## config.mk

```make
export PLATFORM = sky130hd
export DESIGN_NAME = string_to_integer_parser_core
export DESIGN_NICKNAME = d
export VERILOG_FILES = /design/src/design/strp_pkg.sv /design/src/design/strp_step.sv /design/src/design/string_to_integer_parser_core.sv
export VERILOG_INCLUDE_DIRS = /design/src /design/src/design
export SDC_FILE = /design/constraint.sdc
export NUM_CORES = 1
export LEC_CHECK = 0
export BUFFER_PORTS_ARGS = -buffer_cell sky130_fd_sc_hd__buf_2
export CELL_PAD_IN_SITES_DETAIL_PLACEMENT = 1
export CELL_PAD_IN_SITES_GLOBAL_PLACEMENT = 2
export CORE_ASPECT_RATIO = 1.2
export CORE_MARGIN = 2
export CORE_UTILIZATION = 45
export CTS_BUF_LIST = sky130_fd_sc_hd__clkbuf_8
export CTS_CLUSTER_DIAMETER = 30
export DETAILED_ROUTE_END_ITERATION = 6
export PLACE_DENSITY = 0.95
export SLEW_MARGIN = 15
export SYNTH_ARGS = -nofsm -noshare
export SYNTH_HDL_FRONTEND = slang
export SYNTH_SLANG_ARGS = --single-unit
```

## constraint.sdc

```tcl
create_clock -name clk_i -period 18 [get_ports clk_i]
set_input_delay 0.9 -clock clk_i [delete_from_list [all_inputs] [get_ports clk_i]]
set_output_delay 0.9 -clock clk_i [all_outputs]
set_load 0.005 [all_outputs]
```

## src/design/string_to_integer_parser_core_macros.svh

```systemverilog
// assertion macros for the string to integer parser
// used by the top level only; expects clk_i and rst_ni in scope
`ifndef STRING_TO_INTEGER_PARSER_CORE_MACROS_SVH
`define STRING_TO_INTEGER_PARSER_CORE_MACROS_SVH

// same-cycle implication, disabled during reset
`define STRP_ASSERT_NOW(label, ante, cons) \
  label: assert property (@(posedge clk_i) disable iff (!rst_ni) (ante) |-> (cons)) \
    else $error("strp: same-cycle check failed");

// next-cycle implication, disabled during reset
`define STRP_ASSERT_NEXT(label, ante, cons) \
  label: assert property (@(posedge clk_i) disable iff (!rst_ni) (ante) |=> (cons)) \
    else $error("strp: next-cycle check failed");

`endif

```

## src/design/strp_pkg.sv

```systemverilog
// shared types and constants for the string to integer parser
// no dependencies
`timescale 1ns / 1ps

package strp_pkg;

  localparam int unsigned VALUE_W = 64;
  localparam int unsigned BASE_W  = 6;

  // parse phase codes
  localparam logic [2:0] PH_DONE   = 3'd0;
  localparam logic [2:0] PH_LEAD   = 3'd1;
  localparam logic [2:0] PH_FIRST  = 3'd2;
  localparam logic [2:0] PH_ZX     = 3'd3;
  localparam logic [2:0] PH_DIGITS = 3'd4;

  // radix limits and fixed radices
  localparam logic [BASE_W-1:0] BASE_AUTO = 6'd0;
  localparam logic [BASE_W-1:0] BASE_ONE  = 6'd1;
  localparam logic [BASE_W-1:0] BASE_OCT  = 6'd8;
  localparam logic [BASE_W-1:0] BASE_DEC  = 6'd10;
  localparam logic [BASE_W-1:0] BASE_HEX  = 6'd16;
  localparam logic [BASE_W-1:0] BASE_MAX  = 6'd36;

  // character codes
  localparam logic [7:0] CH_SPACE = 8'h20;
  localparam logic [7:0] CH_TAB   = 8'h09;
  localparam logic [7:0] CH_PLUS  = 8'h2B;
  localparam logic [7:0] CH_MINUS = 8'h2D;
  localparam logic [7:0] CH_ZERO  = 8'h30;
  localparam logic [7:0] CH_NINE  = 8'h39;
  localparam logic [7:0] CH_LA    = 8'h61;
  localparam logic [7:0] CH_LZ    = 8'h7A;
  localparam logic [7:0] CH_UA    = 8'h41;
  localparam logic [7:0] CH_UZ    = 8'h5A;
  localparam logic [7:0] CH_LX    = 8'h78;
  localparam logic [7:0] CH_UX    = 8'h58;

  // parse control state passed between the step logic and the state registers
  typedef struct packed {
    logic [2:0]        phase;
    logic              minus;
    logic              lone_zero;
    logic [BASE_W-1:0] base;
  } strp_ctrl_t;

endpackage

```

## src/design/strp_step.sv

```systemverilog
// next-state and result logic for one character of the parser
// depends on strp_pkg
`timescale 1ns / 1ps

module strp_step import strp_pkg::*; #(
  parameter int unsigned OFFSET_BITS = 16
) (
  input  strp_ctrl_t               ctrl_i,
  input  logic [VALUE_W-1:0]       acc_i,
  input  logic [OFFSET_BITS-1:0]   cnt_i,
  input  logic [BASE_W-1:0]        number_base_i,
  input  logic [7:0]               char_i,
  input  logic                     first_i,
  output strp_ctrl_t               ctrl_o,
  output logic [VALUE_W-1:0]       acc_o,
  output logic [OFFSET_BITS-1:0]   cnt_o,
  output logic                     res_valid_o,
  output logic [VALUE_W-1:0]       res_value_o,
  output logic [OFFSET_BITS-1:0]   res_offset_o
);

  logic                   dig_ok;
  logic [BASE_W-1:0]      dig_val;
  logic [OFFSET_BITS-1:0] cnt_base;
  logic [OFFSET_BITS:0]   sum1;
  logic [OFFSET_BITS:0]   sum2;
  logic [OFFSET_BITS-1:0] cnt_inc1;
  logic [OFFSET_BITS-1:0] cnt_inc2;
  logic [VALUE_W-1:0]     acc_mac;

  // character to digit value
  always_comb begin
    dig_ok  = 1'b1;
    dig_val = '0;
    if (char_i >= CH_ZERO && char_i <= CH_NINE) begin
      dig_val = BASE_W'(char_i - CH_ZERO);
    end else if (char_i >= CH_LA && char_i <= CH_LZ) begin
      dig_val = BASE_W'(char_i - CH_LA + 8'd10);
    end else if (char_i >= CH_UA && char_i <= CH_UZ) begin
      dig_val = BASE_W'(char_i - CH_UA + 8'd10);
    end else begin
      dig_ok = 1'b0;
    end
  end

  // saturating character count, cleared at a string start
  assign cnt_base = first_i ? '0 : cnt_i;
  assign sum1     = {1'b0, cnt_base} + (OFFSET_BITS+1)'(1);
  assign sum2     = {1'b0, cnt_base} + (OFFSET_BITS+1)'(2);
  assign cnt_inc1 = sum1[OFFSET_BITS] ? '1 : sum1[OFFSET_BITS-1:0];
  assign cnt_inc2 = sum2[OFFSET_BITS] ? '1 : sum2[OFFSET_BITS-1:0];

  // accumulator multiply-add, wraps modulo 2^64
  assign acc_mac = acc_i * {{(VALUE_W-BASE_W){1'b0}}, ctrl_i.base}
                 + {{(VALUE_W-BASE_W){1'b0}}, dig_val};

  // parse state machine
  always_comb begin
    logic take_first;
    ctrl_o       = ctrl_i;
    acc_o        = acc_i;
    cnt_o        = cnt_i;
    res_valid_o  = 1'b0;
    res_value_o  = '0;
    res_offset_o = '0;
    take_first   = 1'b0;

    // new string: clear and sample the radix
    if (first_i) begin
      ctrl_o.phase     = PH_LEAD;
      ctrl_o.minus     = 1'b0;
      ctrl_o.lone_zero = 1'b0;
      ctrl_o.base      = number_base_i;
      acc_o            = '0;
      cnt_o            = '0;
      if (number_base_i == BASE_ONE || number_base_i > BASE_MAX) begin
        res_valid_o  = 1'b1;
        ctrl_o.phase = PH_DONE;
      end
    end

    if (!res_valid_o) begin
      unique case (ctrl_o.phase)
        PH_LEAD: begin
          if (char_i == CH_SPACE || char_i == CH_TAB) begin
            cnt_o = cnt_inc1;
          end else if (char_i == CH_PLUS || char_i == CH_MINUS) begin
            ctrl_o.minus = (char_i == CH_MINUS);
            cnt_o        = cnt_inc1;
            ctrl_o.phase = PH_FIRST;
          end else begin
            take_first = 1'b1;
          end
        end
        PH_FIRST: take_first = 1'b1;
        PH_ZX: begin
          if (dig_ok && dig_val < BASE_HEX) begin
            acc_o        = {{(VALUE_W-BASE_W){1'b0}}, dig_val};
            cnt_o        = cnt_inc2;
            ctrl_o.phase = PH_DIGITS;
          end else begin
            res_valid_o  = 1'b1;
            res_offset_o = cnt_i;
            ctrl_o.phase = PH_DONE;
          end
        end
        PH_DIGITS: begin
          if (ctrl_i.lone_zero && (char_i == CH_LX || char_i == CH_UX)) begin
            ctrl_o.lone_zero = 1'b0;
            ctrl_o.base      = BASE_HEX;
            ctrl_o.phase     = PH_ZX;
          end else begin
            ctrl_o.lone_zero = 1'b0;
            if (dig_ok && dig_val < ctrl_i.base) begin
              acc_o = acc_mac;
              cnt_o = cnt_inc1;
            end else begin
              res_valid_o  = 1'b1;
              res_value_o  = ctrl_i.minus ? (VALUE_W'(0) - acc_i) : acc_i;
              res_offset_o = cnt_i;
              ctrl_o.phase = PH_DONE;
            end
          end
        end
        default: ;
      endcase

      // first character of the number itself
      if (take_first) begin
        if (ctrl_o.base == BASE_AUTO) begin
          if (char_i == CH_ZERO) begin
            ctrl_o.base      = BASE_OCT;
            ctrl_o.lone_zero = 1'b1;
          end else if (dig_ok && dig_val < BASE_DEC) begin
            ctrl_o.base      = BASE_DEC;
            ctrl_o.lone_zero = 1'b0;
          end else begin
            res_valid_o = 1'b1;
          end
        end else if (!(dig_ok && dig_val < ctrl_o.base)) begin
          res_valid_o = 1'b1;
        end else begin
          ctrl_o.lone_zero = (ctrl_o.base == BASE_HEX) && (dig_val == '0);
        end
        if (res_valid_o) begin
          ctrl_o.phase = PH_DONE;
        end else begin
          acc_o        = {{(VALUE_W-BASE_W){1'b0}}, dig_val};
          cnt_o        = cnt_inc1;
          ctrl_o.phase = PH_DIGITS;
        end
      end
    end
  end

endmodule

```

## src/design/string_to_integer_parser_core.sv

```systemverilog
// String to integer parser: a character stream in, one parsed value per string out.
// Characters arrive on the s_ side, one word each; s_tuser_i marks the first
// character of a string. Leading blanks and a sign are taken, the radix is the
// configured one or detected (0x hex, leading 0 octal, else decimal), and the
// first character that cannot continue the number yields one word on the m_
// side: the value and the count of characters consumed before it.
// The cfg channel writes the radix (0 for detection, 1 or over 36 a zero result);
// it is sampled when a string starts and is always ready.
// Path: an accepted word waits in the input register, is parsed combinationally,
// and its result is registered in the output register that drives m_.
// Throughput: one character per cycle while the output slot can take a word,
// bounded by the accumulator multiply-add feeding back into itself each cycle.
// If the receiver stalls with a result pending, the input register holds and
// s_tready_o falls; characters that give no result still only move on when
// the output slot can take a word.
// Reset puts the parser in the finished state: characters are ignored until
// one arrives with s_tuser_i set; the radix resets to detection.
// depends on strp_pkg, strp_step and the assertion macro header
`timescale 1ns / 1ps
`include "string_to_integer_parser_core_macros.svh"

module string_to_integer_parser_core import strp_pkg::*; #(
  parameter int unsigned OFFSET_BITS = 16,
  localparam int unsigned TDATA_W = ((VALUE_W + OFFSET_BITS + 7) / 8) * 8
) (
  input  logic               clk_i,
  input  logic               rst_ni,
  // configuration write
  input  logic               cfg_valid_i,
  output logic               cfg_ready_o,
  input  logic [BASE_W-1:0]  cfg_data_i,     // number_base
  // character stream
  input  logic               s_tvalid_i,
  output logic               s_tready_o,
  input  logic [7:0]         s_tdata_i,      // char_code
  input  logic [0:0]         s_tuser_i,      // first_char
  // result stream
  output logic               m_tvalid_o,
  input  logic               m_tready_i,
  output logic [TDATA_W-1:0] m_tdata_o       // parsed_value, end_offset, zero fill
);

  logic [BASE_W-1:0]      number_base_q;
  logic                   in_valid_q;
  logic [7:0]             in_char_q;
  logic                   in_first_q;
  logic                   adv;
  strp_ctrl_t             ctrl_q, ctrl_d;
  logic [VALUE_W-1:0]     acc_q, acc_d;
  logic [OFFSET_BITS-1:0] cnt_q, cnt_d;
  logic                   res_valid;
  logic [VALUE_W-1:0]     res_value;
  logic [OFFSET_BITS-1:0] res_offset;
  logic                   out_valid_q;
  logic [VALUE_W-1:0]     out_value_q;
  logic [OFFSET_BITS-1:0] out_offset_q;

  // configuration register
  assign cfg_ready_o = 1'b1;
  always_ff @(posedge clk_i or negedge rst_ni) begin
    if (!rst_ni) begin
      number_base_q <= BASE_AUTO;
    end else if (cfg_valid_i) begin
      number_base_q <= cfg_data_i;
    end
  end

  // parse stage moves when the output slot is free or being emptied
  assign adv        = in_valid_q && (!out_valid_q || m_tready_i);
  assign s_tready_o = !in_valid_q || adv;

  // input register
  always_ff @(posedge clk_i or negedge rst_ni) begin
    if (!rst_ni) begin
      in_valid_q <= 1'b0;
    end else if (s_tready_o) begin
      in_valid_q <= s_tvalid_i;
    end
  end

  always_ff @(posedge clk_i) begin
    if (s_tready_o && s_tvalid_i) begin
      in_char_q  <= s_tdata_i;
      in_first_q <= s_tuser_i[0];
    end
  end

  // per-character parse logic
  strp_step #(
    .OFFSET_BITS (OFFSET_BITS)
  ) u_step (
    .ctrl_i        (ctrl_q),
    .acc_i         (acc_q),
    .cnt_i         (cnt_q),
    .number_base_i (number_base_q),
    .char_i        (in_char_q),
    .first_i       (in_first_q),
    .ctrl_o        (ctrl_d),
    .acc_o         (acc_d),
    .cnt_o         (cnt_d),
    .res_valid_o   (res_valid),
    .res_value_o   (res_value),
    .res_offset_o  (res_offset)
  );

  // parse state
  always_ff @(posedge clk_i or negedge rst_ni) begin
    if (!rst_ni) begin
      ctrl_q <= '{phase: PH_DONE, minus: 1'b0, lone_zero: 1'b0, base: BASE_AUTO};
      acc_q  <= '0;
      cnt_q  <= '0;
    end else if (adv) begin
      ctrl_q <= ctrl_d;
      acc_q  <= acc_d;
      cnt_q  <= cnt_d;
    end
  end

  // output register
  always_ff @(posedge clk_i or negedge rst_ni) begin
    if (!rst_ni) begin
      out_valid_q <= 1'b0;
    end else if (adv && res_valid) begin
      out_valid_q <= 1'b1;
    end else if (m_tready_i) begin
      out_valid_q <= 1'b0;
    end
  end

  always_ff @(posedge clk_i) begin
    if (adv && res_valid) begin
      out_value_q  <= res_value;
      out_offset_q <= res_offset;
    end
  end

  assign m_tvalid_o = out_valid_q;
  assign m_tdata_o  = TDATA_W'({out_offset_q, out_value_q});

  // a result only enters when the output slot can take it
  `STRP_ASSERT_NOW(a_res_slot_free, adv && res_valid, !out_valid_q || m_tready_i)
  // finished strings stay silent until a new first character
  `STRP_ASSERT_NOW(a_done_silent, in_valid_q && !in_first_q && ctrl_q.phase == PH_DONE,
                   !res_valid)
  // a pending lone zero only lives while collecting digits
  `STRP_ASSERT_NOW(a_lone_zero_phase, ctrl_q.lone_zero, ctrl_q.phase == PH_DIGITS)
  // a stalled result keeps the output valid
  `STRP_ASSERT_NEXT(a_stall_hold, out_valid_q && !m_tready_i, out_valid_q)

endmodule
```

Yosys cells after proc, flatten, opt, wreduce, memory -nomap -nowiden
Index checks and enable logic that the tools add are counted.
{"block": "classes", "n_reduce_logical": 24, "n_mul": 1, "n_addsub": 9, "bitwise": 1, "n_mux": 72, "eq_ne": 13, "n_lt_le_gt_ge": 11}
{"operator": "two-way mux 64 bit", "count": 8}
{"operator": "two-way mux 16 bit", "count": 14}
{"operator": "one-hot mux 64 bit (2 select lines)", "count": 1}
{"operator": "adder 64 x 6 -> 64 bit", "count": 1}
{"operator": "multiplier 64 x 6 -> 64 bit", "count": 1}
{"operator": "subtractor 1 x 64 -> 64 bit, first input constant", "count": 1}
{"operator": "one-hot mux 16 bit (3 select lines)", "count": 1}
{"operator": "two-way mux 7 bit", "count": 5}
{"operator": "equality test 8 x 6 -> 1 bit, second input constant", "count": 4}
{"operator": "one-hot mux 16 bit (2 select lines)", "count": 1}
{"operator": "two-way mux 6 bit", "count": 5}
{"operator": "two-way mux 1 bit", "count": 25}
{"operator": "two-way mux 11 bit", "count": 2}
{"operator": "adder 16 x 1 -> 17 bit, second input constant", "count": 1}
{"operator": "adder 16 x 2 -> 17 bit, second input constant", "count": 1}
{"operator": "equality test 8 x 7 -> 1 bit, second input constant", "count": 2}
{"operator": "greater-or-equal comparator 8 x 7 -> 1 bit, second input constant", "count": 2}
{"operator": "<= comparator 8 x 7 -> 1 bit, second input constant", "count": 2}
{"operator": "two-way mux 3 bit", "count": 5}
{"operator": "adder 6 x 4 -> 6 bit, second input constant", "count": 2}
{"operator": "logical AND 1 bit", "count": 12}
{"operator": "logical NOT 6 bit", "count": 2}
{"operator": "< comparator 6 bit", "count": 2}
{"operator": "subtractor 6 bit, second input constant", "count": 2}
{"operator": "other kinds (20)", "count": 29}
{"block": "word_totals", "inputBits": 20, "output_inout_bits": 83, "register_bits": 188}

Depth between registers and ports, before layout
{"block": "logic_depth", "depth_word": 19, "ltp_mapped": 22, "ltp_nobuf": 21}

Hierarchy
Synthesis repeated with hierarchy kept, for this count alone.
{"block": "unflattened", "hier_cells": 2603, "area_unflattened_um2": 24358.4}
{"mod": "strp_step", "cells_each": 2297, "area_each_um2": 17515.5, "instances": 1}
{"mod": "string_to_integer_parser_core", "cells_each": 306, "area_each_um2": 6842.8, "instances": 1}

Least setup slack after synthesis
Ideal clock, no wire load.
{"block": "synth_timing", "kind": "register to register", "from": "reg in_char_q[0]", "to": "reg out_offset_q[0], enable pin", "slack_ps": 10473, "n_path_buf": 0, "t_arrival_ps": 7008, "required_time_ps": 17481, "period_less_slack_ps": 7527, "path_stages_with_launch": 19, "setup_ps": 519, "cell_sequence": "edfxtp_1 > inv_1 > ha_1 > or4b_1 > nand2_1 > o2bb2ai_1 > o21ai_0 > a21o_1 > o21ai_0 > inv_1 > ha_1 > nand4_1 > a311o_1 > o211ai_1 > nand2b_1 > a21boi_0 > nand2_1 > a21oi_1 > nor2_1"}
{"block": "synth_between", "elab_chain_len": 18}
{"item": "from (decl)", "line_no": "string_to_integer_parser_core.sv:45", "rtl": "logic [7:0] in_char_q;"}
{"item": "from (signal assigned)", "line_no": "string_to_integer_parser_core.sv:83", "rtl": "in_char_q <= s_tdata_i;"}
{"item": "subtractor 6 x 1 -> 6 bit, or another cell as far along", "line_no": "strp_step.sv:40", "rtl": "dig_val = BASE_W'(char_i - CH_UA + 8'd10);"}
{"item": "adder 6 x 4 -> 6 bit or logical AND 1 bit (tied branches)", "line_no": "strp_step.sv:40, strp_step.sv:39"}
{"item": "two-way mux 6 bit", "line_no": "strp_step.sv:39", "rtl": "end else if (char_i >= CH_UA && char_i <= CH_UZ) begin"}
{"item": "two-way mux 6 bit", "line_no": "strp_step.sv:37", "rtl": "end else if (char_i >= CH_LA && char_i <= CH_LZ) begin"}
{"item": "two-way mux 6 bit", "line_no": "strp_step.sv:35", "rtl": "if (char_i >= CH_ZERO && char_i <= CH_NINE) begin"}
{"item": "< comparator 6 bit", "line_no": "strp_step.sv:114", "rtl": "if (dig_ok && dig_val < ctrl_i.base) begin"}
{"item": "logical AND 1 bit", "line_no": "strp_step.sv:114"}
{"item": "two-way mux 1 bit", "line_no": "strp_step.sv:114"}
{"item": "[2 not listed]"}
{"item": "two-way mux 1 bit", "line_no": "strp_step.sv:134", "rtl": "end else if (dig_ok && dig_val < BASE_DEC) begin"}
{"item": "two-way mux 1 bit", "line_no": "strp_step.sv:131", "rtl": "if (char_i == CH_ZERO) begin"}
{"item": "two-way mux 1 bit", "line_no": "strp_step.sv:130", "rtl": "if (ctrl_o.base == BASE_AUTO) begin"}
{"item": "two-way mux 1 bit", "line_no": "strp_step.sv:129", "rtl": "if (take_first) begin"}
{"item": "two-way mux 1 bit", "line_no": "strp_step.sv:82", "rtl": "if (!res_valid_o) begin"}
{"item": "two-way mux 1 bit *", "line_no": "strp_step.sv:129"}
{"item": "two-way mux 1 bit *", "line_no": "strp_step.sv:82"}
{"item": "logical AND 1 bit *", "line_no": "string_to_integer_parser_core.sv:131", "rtl": "if (adv && res_valid) begin"}
{"item": "to (signal assigned)", "line_no": "string_to_integer_parser_core.sv:133", "rtl": "out_offset_q <= res_offset;"}
{"item": "to (decl)", "line_no": "string_to_integer_parser_core.sv:56", "rtl": "logic [OFFSET_BITS-1:0] out_offset_q;"}
Mark *: on every way between the ends. The rest lies on a longest branch, timed or not. The select of a mux whose other input is x is not followed.
A chain may end at the register's enable or synchronous reset.

Final worst setup path
{"block": "layout_timing", "from": "reg in_char_q[0]", "to": "reg acc_q[61]"}
{"block": "layout_between", "elab_chain_len": 18}
{"item": "subtractor 6 x 1 -> 6 bit, or another cell as far along", "line_no": "strp_step.sv:40"}
{"item": "adder 6 x 4 -> 6 bit or logical AND 1 bit (tied branches)", "line_no": "strp_step.sv:40, strp_step.sv:39"}
{"item": "two-way mux 6 bit", "line_no": "strp_step.sv:39"}
{"item": "two-way mux 6 bit", "line_no": "strp_step.sv:37"}
{"item": "two-way mux 6 bit", "line_no": "strp_step.sv:35"}
{"item": "< comparator 6 bit", "line_no": "strp_step.sv:114"}
{"item": "logical AND 1 bit", "line_no": "strp_step.sv:114"}
{"item": "two-way mux 1 bit", "line_no": "strp_step.sv:114"}
{"item": "[2 not listed]"}
{"item": "two-way mux 1 bit", "line_no": "strp_step.sv:134"}
{"item": "two-way mux 1 bit", "line_no": "strp_step.sv:131"}
{"item": "two-way mux 1 bit", "line_no": "strp_step.sv:130"}
{"item": "two-way mux 1 bit", "line_no": "strp_step.sv:129"}
{"item": "two-way mux 1 bit", "line_no": "strp_step.sv:82"}
{"item": "two-way mux 64 bit", "line_no": "strp_step.sv:145", "rtl": "if (res_valid_o) begin"}
{"item": "two-way mux 64 bit *", "line_no": "strp_step.sv:129"}
{"item": "two-way mux 64 bit *", "line_no": "strp_step.sv:82"}
{"item": "to (signal assigned)", "line_no": "string_to_integer_parser_core.sv:110", "rtl": "acc_q <= '0;"}
{"item": "to (signal assigned)", "line_no": "string_to_integer_parser_core.sv:114", "rtl": "acc_q <= acc_d;"}
{"item": "to (decl)", "line_no": "string_to_integer_parser_core.sv:49", "rtl": "logic [VALUE_W-1:0] acc_q, acc_d;"}
Marked as above.

==> out/metrics.cfg <==
[run_status]
outcome=completed

[clock_tree]
cts_buffer_depth=2
cts_inserted_buffers=17
post_cts_buffers=0
cts_resized=0
cts_root_buffer=clkbuf_8
insertion_delay_ps=590
htreeDepth=4
holdBufCountCts=0
clock-sinks=188
cts_tree=built
clk_pin_slew_ps=100

[synth]
syn-num-nets=2858
yosys_register_bits=188
async_reset_ff_share_pct=52.7
ys_warn_count=0
ys_seq_area_share_pct=22.8
synth_ff_type=dfrtp_1
syn_inst=2449
synth_edf_count=89
syn_area_um2=22600
syn_avg_cell_area_um2=9.23
synth_cell_type_count=86

[sta]
rsz0062_at_grt=no
period_minus_slack_ps=7670
slew_headroom_pct=15.5
finalCritPeriodShare_pct=42.6
tightest_slew_ps=1240
slew_violations=0
setup_tns_ps=0
final_hold_viol_count=0
skew_ps=22.6
fmax_mhz=130
whs_ps=316
setup_viol=0

[pwr]
comb_power_share_pct=29.4
leakagePower_nw=11.6
power.internal_w=0.000716
p_clk_share_pct=25.9
p_per_area_nw_per_um2=49.7
switching_share_pct=39.6
seqPwrFrac_pct=44.6
peakVddDrop_mv=0.0362
p_sw_w=0.000469

[route]
drc=0
route.vias.total=18600
wirelength_um=71900
first_iter_violations=1011
wl_per_cell_um=23.3
viasPerCell=6.04
final_antenna_net_count=0
first_pass_iters=7

[cells_and_area]
final_core_util_pct=47.7
finish.instance_area_um2=23900
antenna_cells=0
drive_above_1_share_pct=7.83
fin_cells=3082
nNetsFinal=2834
syn_to_final_growth_pct=5.55

[place]
dpl-instance-area_um2=23400
io_buffer_count=101
placed_cells=3049
globalplace.congestion=0.903
hpwl_um=54100

[setup_path]
path_cells=inv_1 -> ha_1 -> or4b_1 -> nand2_1 -> o2bb2ai_1 -> o21ai_0 -> a21o_1 -> o21ai_0 -> fa_1 -> inv_1 -> ha_1 -> o211ai_1 -> o21a_1 -> a211o_1 -> a2111o_1 -> a2111oi_0 -> nor4_1 -> o41ai_1 -> o31a_1 -> mux2i_1 -> a32o_1
critPathRequiredTime_ps=18480
crit_slowest_cell=a2111oi_0
cp_max_fo=9
cp-start-kind=flip-flop
cp.arrival_ps=8140
slowest_delay_ps=1050
path_class=reg -> reg
end_kind=flip-flop

[die]
num_rows=90
start_util_pct=45.2
die_w_um=209
coreArea_um2=50000
die_h_um=250
die-area_um2=52100
pin_count=103

[grt]
grt_max_degree=81
grt_pass1_vias=20300
grtUsageTotal_pct=28.3
grt_pass1_wl_um=115000
grt_overflow=0
antenna_found_initial=0

[hold_path]
hp-class=in -> async

[job]
maxCapViolations=0

==> kinds of logic (layout without fill, tap and decap cells) <==
| family | count (synthesis) | in the layout | share of synthesized area [%] |
|---|---|---|---|
| flip-flops | 188 | 188 | 22.8 |
| adder cells (fa/ha/maj) | 389 | 389 | 29.5 |
| XOR/XNOR | 141 | 141 | 5.46 |
| other | 1 | 1 | 0.0166 |
| AO/OA/AOI/OAI | 529 | 529 | 15.9 |
| multiplexers | 11 | 11 | 0.520 |
| AND/OR/NAND/NOR | 889 | 889 | 20.6 |
| buffers and inverters | 301 | 290 | 5.14 |
==> area by class of cell <==
| class | count | area (um2) |
|---|---|---|
| clock buffers | 20 | 275 |
| flip-flops and latches | 188 | 5150 |
| inverters | 135 | 507 |
| multi-input cells | 1960 | 16300 |
| repair buffers | 123 | 686 |
| clock inverters | 12 | 121 |
| well taps | 644 | 806 |
| fillers | 5824 | 26100 |
==> worst paths after layout <==
check,from,to,slack [ps],depth (start not counted)
worst max-delay path,in_char_q[0],acc_q[61],10330,21
worst max register to register,in_char_q[0],acc_q[61],10330,21
min in group clk_i,s_tuser_i,in_first_q,500,1
max in group asynchronous,rst_ni,ctrl_q[0],16280,2
worst min register to register,cnt_q[1],cnt_q[1],570,2
worst min-delay path,rst_ni,acc_q[7],320,1
==> registers in the layout (all words and copies together), names as in the netlist <==
signal         flops
in_valid_q         1
out_value_q       64
number_base_q      6
out_offset_q      16
in_char_q          8
m_tvalid_o         1
in_first_q         1
ctrl_q            11
cnt_q             16
acc_q             64
==> power groups by stage <==
stage / logic (W) / clock network [W] / registers (W)
detailed placement: 0.000342 / 0 / 0.000538
finish: 0.000349 / 0.000307 / 0.000529
floorplan: 0.000203 / 0 / 0.000529
global placement: 0.000333 / 0 / 0.000535
global route: 0.000374 / 0.000328 / 0.000534
CTS: 0.000344 / 0.000317 / 0.000529
==> worst max-delay path, delay by kind of cell (launching register included) <==
family | cells | cell delay (ps)
AOI/OAI and AO/OA | 12 | 4870
adders and majority gates | 3 | 1000
and+or+nand+nor | 3 | 760
DFF | 1 | 560
buffers and inverters | 2 | 260
muxes | 1 | 90
==> metrics by stage <==
| step | power (W) | setup slack (ps) |
|---|---|---|
| 4_1_cts | 0.00119 | 10450 |
| 2_1_floorplan | 0.000731 | 10470 |
| 6_report | 0.00119 | 10330 |
| 5_1_grt | 0.00124 | 10060 |
| 3_5_place_dp | 0.000880 | 10520 |
| 3_3_place_gp | 0.000868 | 10610 |
==> cells in the final DEF, fill, tap and decap left out, types with 51 or more instances in the layout <==
| cell type | count |
|---|---|
| and2_1 | 301 |
| fa_1 | 240 |
| nand2_1 | 216 |
| nor2_1 | 155 |
| ha_1 | 149 |
| inv_1 | 138 |
| o21ai_0 | 113 |
| a21oi_1 | 109 |
| buf_2 | 100 |
| dfrtp_1 | 95 |
| xor2_1 | 90 |
| edfxtp_1 | 89 |
| a22o_1 | 57 |
| xnor2_1 | 51 |
==> metal layers <==
| layer | global-route usage (%) | routed length [um] |
|---|---|---|
| met5 | 0 | 0 |
| met1 | 32.5 | 28000 |
| met2 | 50.6 | 37000 |
| met4 | 15.6 | 3930 |
| met3 | 4.00 | 3050 |
==> synthesized netlist by cell type, drive strengths merged, types with 40 or more instances <==
cell / instances / share of area, %
ha: 149 / 8.2
a21oi: 109 / 2.4
nand2: 216 / 3.6
a21o: 40 / 1.3
nor2: 156 / 2.6
o21ai: 116 / 2.6
xnor2: 51 / 2.0
and2: 301 / 8.3
clkbuf: 143 / 2.4
dfrtp: 99 / 11
inv: 135 / 2.2
a22o: 57 / 2.2
edfxtp: 89 / 12
xor2: 90 / 3.5
fa: 240 / 21
(Power assumes the default switching activity.)
